$ cat src/rtl/twsw_pkg.sv
`timescale 1ns / 1ps
package twsw_pkg;

    localparam int ADDR_W     = 3;
    localparam int REG_W      = 5;
    localparam int DATA_W     = 16;
    localparam int FRAME_BITS = ADDR_W + 1 + REG_W + DATA_W;

    // Snapshot sequence: one lead-in, two per frame bit, four for the tail.
    localparam int STEPS  = 1 + 2 * FRAME_BITS + 4;
    localparam int STEP_W = $clog2(STEPS);

    localparam logic [STEP_W-1:0] STEP_FIRST_BIT = STEP_W'(1);
    localparam logic [STEP_W-1:0] STEP_LAST_BIT  = STEP_W'(2 * FRAME_BITS);
    localparam logic [STEP_W-1:0] STEP_SEL_HIGH  = STEP_W'(2 * FRAME_BITS + 2);
    localparam logic [STEP_W-1:0] STEP_TAIL_CLK  = STEP_W'(2 * FRAME_BITS + 3);
    localparam logic [STEP_W-1:0] STEP_LAST      = STEP_W'(STEPS - 1);

    typedef struct packed {
        logic load;
        logic shift;
    } chain_ctl_t;

endpackage

$ cat src/rtl/three_wire_serial_write_framer_unit.sv
`timescale 1ns / 1ps
// Three-wire serial write framer.
// Input channel (in_valid/in_ready) takes one write request per beat:
// device_address, register_index and write_data. The request is framed as
// address, a zero write bit, register index, data (25 bits, MSB first).
// Output channel (out_valid/out_ready) delivers line snapshots, one per beat:
// select_line, clock_line, data_line, frame_end. Each request yields 55
// snapshots; the last carries frame_end.
// A request beat starts the sequencer at its first step; the first snapshot
// is registered in the output register once the output slot is free.
// Each request occupies the sequencer for all of its snapshots; the step
// counter advances one snapshot per cycle while the receiver does not stall.
// The next request is taken in the same cycle the final snapshot enters the
// output register, so requests run back to back.
// A stalled receiver holds the output register and freezes the sequencer
// and the cell chain; nothing is dropped.
// Reset clears the busy flag, the step counter, the output valid and the
// held data level (the level shown on the first snapshot of a request).
module three_wire_serial_write_framer_unit (
    input  logic                             clk,
    input  logic                             rst_n,
    input  logic                             in_valid,
    output logic                             in_ready,
    input  logic [twsw_pkg::ADDR_W-1:0]      device_address,
    input  logic [twsw_pkg::REG_W-1:0]       register_index,
    input  logic [twsw_pkg::DATA_W-1:0]      write_data,
    output logic                             out_valid,
    input  logic                             out_ready,
    output logic                             select_line,
    output logic                             clock_line,
    output logic                             data_line,
    output logic                             frame_end
);
    import twsw_pkg::*;

    logic              busy_reg,  busy_next;
    logic [STEP_W-1:0] step_reg,  step_next;
    logic              level_reg, level_next;   // data line level, held between requests
    logic              ovalid_reg, ovalid_next;
    logic              sel_reg, clk_reg, end_reg;
    logic              sel_next, clk_next, end_next;

    logic              advance;
    logic              in_beat;
    logic              in_bit_phase;
    logic              head_bit;
    chain_ctl_t        chain_ctl;

    // Produce a snapshot whenever a request is running and the output slot frees up.
    assign advance  = busy_reg && (!ovalid_reg || out_ready);
    // Accept while idle, or while the final snapshot is being produced.
    assign in_ready = !busy_reg || (advance && (step_reg == STEP_LAST));
    assign in_beat  = in_valid && in_ready;

    assign in_bit_phase = (step_reg >= STEP_FIRST_BIT) && (step_reg <= STEP_LAST_BIT);

    // Load the chain on a request beat; shift after each clock-high snapshot.
    assign chain_ctl.load  = in_beat;
    assign chain_ctl.shift = advance && in_bit_phase && !step_reg[0];

    twsw_chain u_chain (
        .clk      (clk),
        .ctl      (chain_ctl),
        .frame_in ({device_address, 1'b0, register_index, write_data}),
        .head_bit (head_bit)
    );

    always_comb
    begin
        busy_next   = busy_reg;
        step_next   = step_reg;
        level_next  = level_reg;
        ovalid_next = ovalid_reg;
        sel_next    = sel_reg;
        clk_next    = clk_reg;
        end_next    = end_reg;

        if (ovalid_reg && out_ready)
        begin
            ovalid_next = 1'b0;
        end

        if (advance)
        begin
            ovalid_next = 1'b1;
            sel_next    = (step_reg >= STEP_SEL_HIGH);
            end_next    = (step_reg == STEP_LAST);
            // Odd steps in the bit phase drive a new bit with clock low;
            // even ones raise the clock on that bit.
            clk_next    = (in_bit_phase && !step_reg[0]) || (step_reg == STEP_TAIL_CLK);
            if (in_bit_phase && step_reg[0])
            begin
                level_next = head_bit;
            end

            if (step_reg == STEP_LAST)
            begin
                busy_next = 1'b0;
                step_next = '0;
            end
            else
            begin
                step_next = step_reg + STEP_W'(1);
            end
        end

        if (in_beat)
        begin
            busy_next = 1'b1;
            step_next = '0;
        end
    end

    always_ff @(posedge clk or negedge rst_n)
    begin
        if (!rst_n)
        begin
            busy_reg   <= 1'b0;
            step_reg   <= '0;
            level_reg  <= 1'b0;
            ovalid_reg <= 1'b0;
        end
        else
        begin
            busy_reg   <= busy_next;
            step_reg   <= step_next;
            level_reg  <= level_next;
            ovalid_reg <= ovalid_next;
        end
    end

    always_ff @(posedge clk)
    begin
        sel_reg <= sel_next;
        clk_reg <= clk_next;
        end_reg <= end_next;
    end

    assign out_valid   = ovalid_reg;
    assign select_line = sel_reg;
    assign clock_line  = clk_reg;
    assign data_line   = level_reg;
    assign frame_end   = end_reg;

    // The step counter never runs past the final snapshot.
    a_step_range: assert property (@(posedge clk) disable iff (!rst_n)
        step_reg <= STEP_LAST)
        else $error("step counter out of range");

    // An idle sequencer sits at the first step.
    a_idle_step: assert property (@(posedge clk) disable iff (!rst_n)
        !busy_reg |-> (step_reg == '0))
        else $error("idle with nonzero step");

    // The marked snapshot always shows select released.
    a_end_sel: assert property (@(posedge clk) disable iff (!rst_n)
        (out_valid && frame_end) |-> (select_line && !clock_line))
        else $error("frame end without select high");

    // A request beat starts a run at the first step.
    a_start: assert property (@(posedge clk) disable iff (!rst_n)
        (in_valid && in_ready) |=> (busy_reg && (step_reg == '0)))
        else $error("request not started");

endmodule

$ cat src/rtl/twsw_cell.sv
`timescale 1ns / 1ps
module twsw_cell (
    input  logic                  clk,
    input  twsw_pkg::chain_ctl_t  ctl,
    input  logic                  load_bit,
    input  logic                  prev_bit,
    output logic                  bit_out
);
    import twsw_pkg::*;

    logic bit_reg;
    logic bit_next;

    // Load takes priority; otherwise take the neighbor's bit on a shift.
    always_comb
    begin
        bit_next = bit_reg;
        if (ctl.load)
        begin
            bit_next = load_bit;
        end
        else if (ctl.shift)
        begin
            bit_next = prev_bit;
        end
    end

    always_ff @(posedge clk)
    begin
        bit_reg <= bit_next;
    end

    assign bit_out = bit_reg;

endmodule

$ cat src/rtl/twsw_chain.sv
`timescale 1ns / 1ps
module twsw_chain (
    input  logic                                clk,
    input  twsw_pkg::chain_ctl_t                ctl,
    input  logic [twsw_pkg::FRAME_BITS-1:0]     frame_in,
    output logic                                head_bit
);
    import twsw_pkg::*;

    logic [FRAME_BITS-1:0] cell_bits;

    // Cell FRAME_BITS-1 is the head; bits move one cell toward it per shift.
    for (genvar i = 0; i < FRAME_BITS; i++)
    begin : g_cell
        logic prev;
        if (i == 0)
        begin : g_tail
            assign prev = 1'b0;
        end
        else
        begin : g_mid
            assign prev = cell_bits[i-1];
        end

        twsw_cell u_cell (
            .clk      (clk),
            .ctl      (ctl),
            .load_bit (frame_in[i]),
            .prev_bit (prev),
            .bit_out  (cell_bits[i])
        );
    end

    assign head_bit = cell_bits[FRAME_BITS-1];

endmodule

$ cat config.mk
export PLATFORM = sky130hd
export DESIGN_NAME = three_wire_serial_write_framer_unit
export DESIGN_NICKNAME = d
export VERILOG_FILES = /design/src/rtl/twsw_pkg.sv /design/src/rtl/three_wire_serial_write_framer_unit.sv /design/src/rtl/twsw_cell.sv /design/src/rtl/twsw_chain.sv
export SDC_FILE = /design/constraint.sdc
export NUM_CORES = 1
export LEC_CHECK = 0
export ABC_AREA = 0
export BUFFER_PORTS_ARGS = -buffer_cell sky130_fd_sc_hd__buf_2
export CORE_MARGIN = 3
export CORE_UTILIZATION = 55
export CTS_BUF_LIST = sky130_fd_sc_hd__clkbuf_4 sky130_fd_sc_hd__clkbuf_8
export DETAILED_ROUTE_END_ITERATION = 12
export HOLD_SLACK_MARGIN = 0.03
export MAX_ROUTING_LAYER = met4
export PLACE_DENSITY = 0.77
export SLEW_MARGIN = 20
export SYNTH_ARGS = -nofsm -noshare
export SYNTH_HDL_FRONTEND = slang
export SYNTH_SLANG_ARGS = --single-unit
$ cat constraint.sdc
create_clock -name clk -period 4.85 [get_ports clk]
set_clock_uncertainty 0.15 [all_clocks]
set_input_delay 0.97 -clock clk [delete_from_list [all_inputs] [get_ports clk]]
set_output_delay 0.97 -clock clk [all_outputs]
set_load 0.1 [all_outputs]
### Word-level counts from Yosys, hierarchy flattened

Cells that the tools add are included.

* output and inout bits: 6
* word-level logic and storage cells: 115
* register bits: 37
* bits of input ports: 28

* reduce and logical (&&, ||, !) cells: 21
* add/sub/neg operators: 1
* equal/unequal tests: 2
* magnitude comparators: 3
* multiplexer cells: 56

Operator list (count)
* $mux W1: 53
* $mux W6: 3
* $eq A6 B6 Y1 const B: 2
* $logic_and A1 B1 Y1: 9
* $reduce_bool A2 Y1: 4
* $add A6 B1 Y6 const B: 1
* $ge A6 B1 Y1 const B: 1
* $ge A6 B6 Y1 const B: 1
* $le A6 B6 Y1 const B: 1
* $reduce_and A2 Y1: 2
* $logic_not A1 Y1: 3
* $logic_or A1 B1 Y1: 3

### Logic depth before layout (Yosys ltp)

* depth in word-level cells: 8
* mapped depth: 8
* mapped depth without buffers: 6

### Modules after synthesis

Synthesis repeated with hierarchy kept, for this count alone.

* cell total of the unflattened synthesis: 152
* area total of the unflattened synthesis: 1998.2 sq um

By module, submodules not included
* twsw_cell: cells each 3, area an instance 51.3 sq um, times used 25
* three_wire_serial_write_framer_unit: cells each 76, area an instance 711.9 sq um, times used 1
* twsw_chain: cells each 1, area an instance 3.8 sq um, times used 1

### Worst setup path after synthesis

Ideal clock, no wire load.

* path type: reg-to-output
* from: register ovalid_reg (netlist: out_valid)
* to: output port in_ready
* path slack: 0.519 ns
* stages on the path, launching flop included: 3
* arrival: 3.211 ns
* data required time: 3.730 ns
* buffers on the path: 0
* path through: dfrtp_1 -> nor2b_1 -> o21ai_0

* longest elaborated chain between the ends: 5

Ends and longest elaborated chain
* start, declared: line three_wire_serial_write_framer_unit.sv:39 `logic ovalid_reg, ovalid_next;`
* start signal, assigned: line three_wire_serial_write_framer_unit.sv:128 `ovalid_reg <= ovalid_next;`
* $logic_not A1 Y1: line three_wire_serial_write_framer_unit.sv:50 `assign advance = busy_reg && (!ovalid_reg || out_ready);`
* $logic_or A1 B1 Y1: line three_wire_serial_write_framer_unit.sv:50
* $logic_and A1 B1 Y1: line three_wire_serial_write_framer_unit.sv:50
* $logic_and A1 B1 Y1: line three_wire_serial_write_framer_unit.sv:52 `assign in_ready = !busy_reg || (advance && (step_reg == STEP_LAST));`
* $logic_or A1 B1 Y1: line three_wire_serial_write_framer_unit.sv:52
* end, declared: line three_wire_serial_write_framer_unit.sv:23 `output logic in_ready,`

No other way between the ends.

### Worst setup path after layout

* from: register step_reg[3]
* to: output port in_ready

* longest elaborated chain between the ends: 3

Ends and longest elaborated chain
* start, declared: line three_wire_serial_write_framer_unit.sv:37 `logic [STEP_W-1:0] step_reg, step_next;`
* start signal, assigned: line three_wire_serial_write_framer_unit.sv:126 `step_reg <= step_next;`
* $eq A6 B6 Y1: line three_wire_serial_write_framer_unit.sv:52
* $logic_and A1 B1 Y1: line three_wire_serial_write_framer_unit.sv:52
* $logic_or A1 B1 Y1: line three_wire_serial_write_framer_unit.sv:52

No other way between the ends.

==> summary.txt <==
status: finished clean
Worst Setup End Kind: primary output
XOR/XNOR Fraction of Synth Area: 0%
ANT nets after route: 0
sequential cell area fraction in the yosys report: 59.7%
Die H: 62.7 um
total CTS buffers: 5
Max Root-Sink Buffers: 2
post-synthesis cell type count: 27
commonest cells after routing, fill and taps aside: buf_2, edfxtp_1, mux2_4
Final min period: 3.16 ns
Post-DP Area: 1960 um2
synth top area cells: edfxtp_1, mux2_4, dfrtp_1
final design instance area without fill: 2060 um2
worst-path fanout max: 8
largest family of logic cells by synthesized area: multiplexers
IO Pins: 34
Hold-fix buffers, CTS: 0
largest net degree at the start of global routing: 28
placed cells: 193
Post-route DRC: 0
Post-CTS Resized: 0
startpoint types: flop
number of synthesized register bits: 37
Worst Tran Pin Value: 0.955 ns
antenna cells: 0
Clock Latency Late Sink: 0.35 ns
H-tree Lvls: 2
Initial DRT Pass Iterations: 4
Max Cap Viol: 0
Pins Over Slew Limit: 0
Post-Syn Instances: 120
share of the synthesized area in the top cell type: 45.9%
post-route insts no fill: 201
final net count: 190
# setup viols final: 0
pwr/cell area: 445 nW/um2
Initial Util: 61.0%
most common cell after layout, fill and taps aside: buf_2
die area: 3930 um2
initial antenna violation count: 0
max_slew headroom: 36.2%
Tightest Hold Check Type: in -> async
RSZ-0062 raised after global routing: no
first-pass GRT wire length: 5.35 mm
max FFs per register: 25
number of setup buffers added after CTS: 0
Core ar.: 2900 um2
All-Layer GR Usage: 18.7%
fmax: 0.317 GHz
drt wl/cell: 15.4 um
final wirelength: 3.09 mm
area leader, netlist: edfxtp_1
Adder-Cell Fraction of Synth Area: 2.83%
mux share of post-synthesis cell area: 18.7%
Syn-to-layout area delta: 16.6%
vias in the first global route: 1,120
vias: 1,106
Final GP Congestion: 0.927
Netlist Area Pre-Place: 1770 um2
CTS sink count: 37
Critical Path AT: 2.04 ns
Data required, critical path: 3.73 ns
Initial DRC Count: 35
IO buf count: 33
Max VDD drop: 0.000281 V
Post-DP HPWL: 2.11 mm
Pleak: 0.000856 uW
Syn Nets: 152
Core Rows: 19
Die X: 62.7 um
Compound-Gate Fraction of Synth Area: 7.01%
final period utilization: 65.1%
Clock transition at path regs: 0.11 ns
Post-Synth Simple-Gate Area: 8.78%
Syn Area/Cell: 14.7 um2
CTS tree: built
kind of critical path: reg -> out
vias per cell: 5.50
root buffer cell: clkbuf_4
final hold vios: 0
Setup TNS: 0 ns
layout cells sized above 1: 42.1%
Warnings, synthesis: 0
global route overflow: 0
## power breakdown
group          internal, uW  switching (uW)
combinational          82.1             122
clock                   160             105
sequential              407            42.9
total                   649             269
## logic make-up after synthesis
family / Yosys count
AND/OR/NAND/NOR: 29
multiplexers: 24
AO/OA/AOI/OAI: 18
adder cells (fa/ha/maj): 4
buffers and inverters: 8
flip-flops: 37
## worst paths after layout
| kind | from | to | slack, ns | depth (start not counted) |
|---|---|---|---|---|
| worst min-delay path | rst_n | step_reg[3] | 0.30 | 1 |
| worst max-delay path | step_reg[3] | in_ready | 1.69 | 4 |
| worst max register to register | step_reg[0] | u_chain.g_cell[5].u_cell.bit_out | 2.00 | 7 |
| max in group asynchronous | rst_n | data_line | 4.06 | 1 |
| worst min register to register | u_chain.g_cell[20].u_cell.bit_out | u_chain.g_cell[21].u_cell.bit_out | 0.34 | 1 |
| min in group clk | u_chain.g_cell[20].u_cell.bit_out | u_chain.g_cell[21].u_cell.bit_out | 0.34 | 1 |
## cell type report
| cell class | count | area, um2 |
|---|---|---|
| clock buffer | 5 | 37.5 |
| clock inverter | 3 | 65.1 |
| fill | 213 | 838 |
| inverter | 5 | 18.8 |
| multi-input combinational | 75 | 659 |
| sequential | 37 | 1060 |
| tap | 42 | 52.6 |
| timing repair buffer | 34 | 173 |
## through the flow
step                utilization (%)  total power, uW  setup slack, ns  hold WS (ns)
global placement               67.6              651             1.79         0.319
CTS                            71.1              922             1.70         0.301
floorplan                         -              606            0.519         0.299
detailed placement             67.6              659             1.68         0.314
finish                         71.1              918             1.69         0.304
global route                   71.1              968             1.50         0.292
## cells in the mapped netlist
library cell  count
nor2b_1           2
a211oi_1          1
buf_6             3
and3_1            1
a21oi_1           4
mux2_4           16
a21o_1            2
a31oi_1           2
nor4b_1           1
a311oi_1          1
a41oi_1           2
o31ai_1           1
and4b_4           1
o21ai_0           3
dfxtp_1           1
inv_1             5
a32o_1            2
nand3_1           3
nor2_1            5
nand4_1           2
mux2_2            8
ha_1              4
dfrtp_1           9
and2_1            2
edfxtp_1         27
nand2b_1          4
nand2_1           8
## routing by layer
layer / up-vias / global-route usage, % / wire length [um]
li1: 528 / - / -
met1: 529 / 24.4 / 1390
met2: 41 / 26.0 / 1410
met3: 8 / 5.40 / 187
met4: 0 / 10.7 / 97
met5: - / - / 0
## worst max-delay path, stage by stage, from the launching register on
cell and delay [ns]:
dfrtp_1 0.48, and4b_4 0.40, nand2_1 0.11, o21ai_0 0.23, buf_2 0.47
Note: power is estimated with default switching activity, not from simulation.
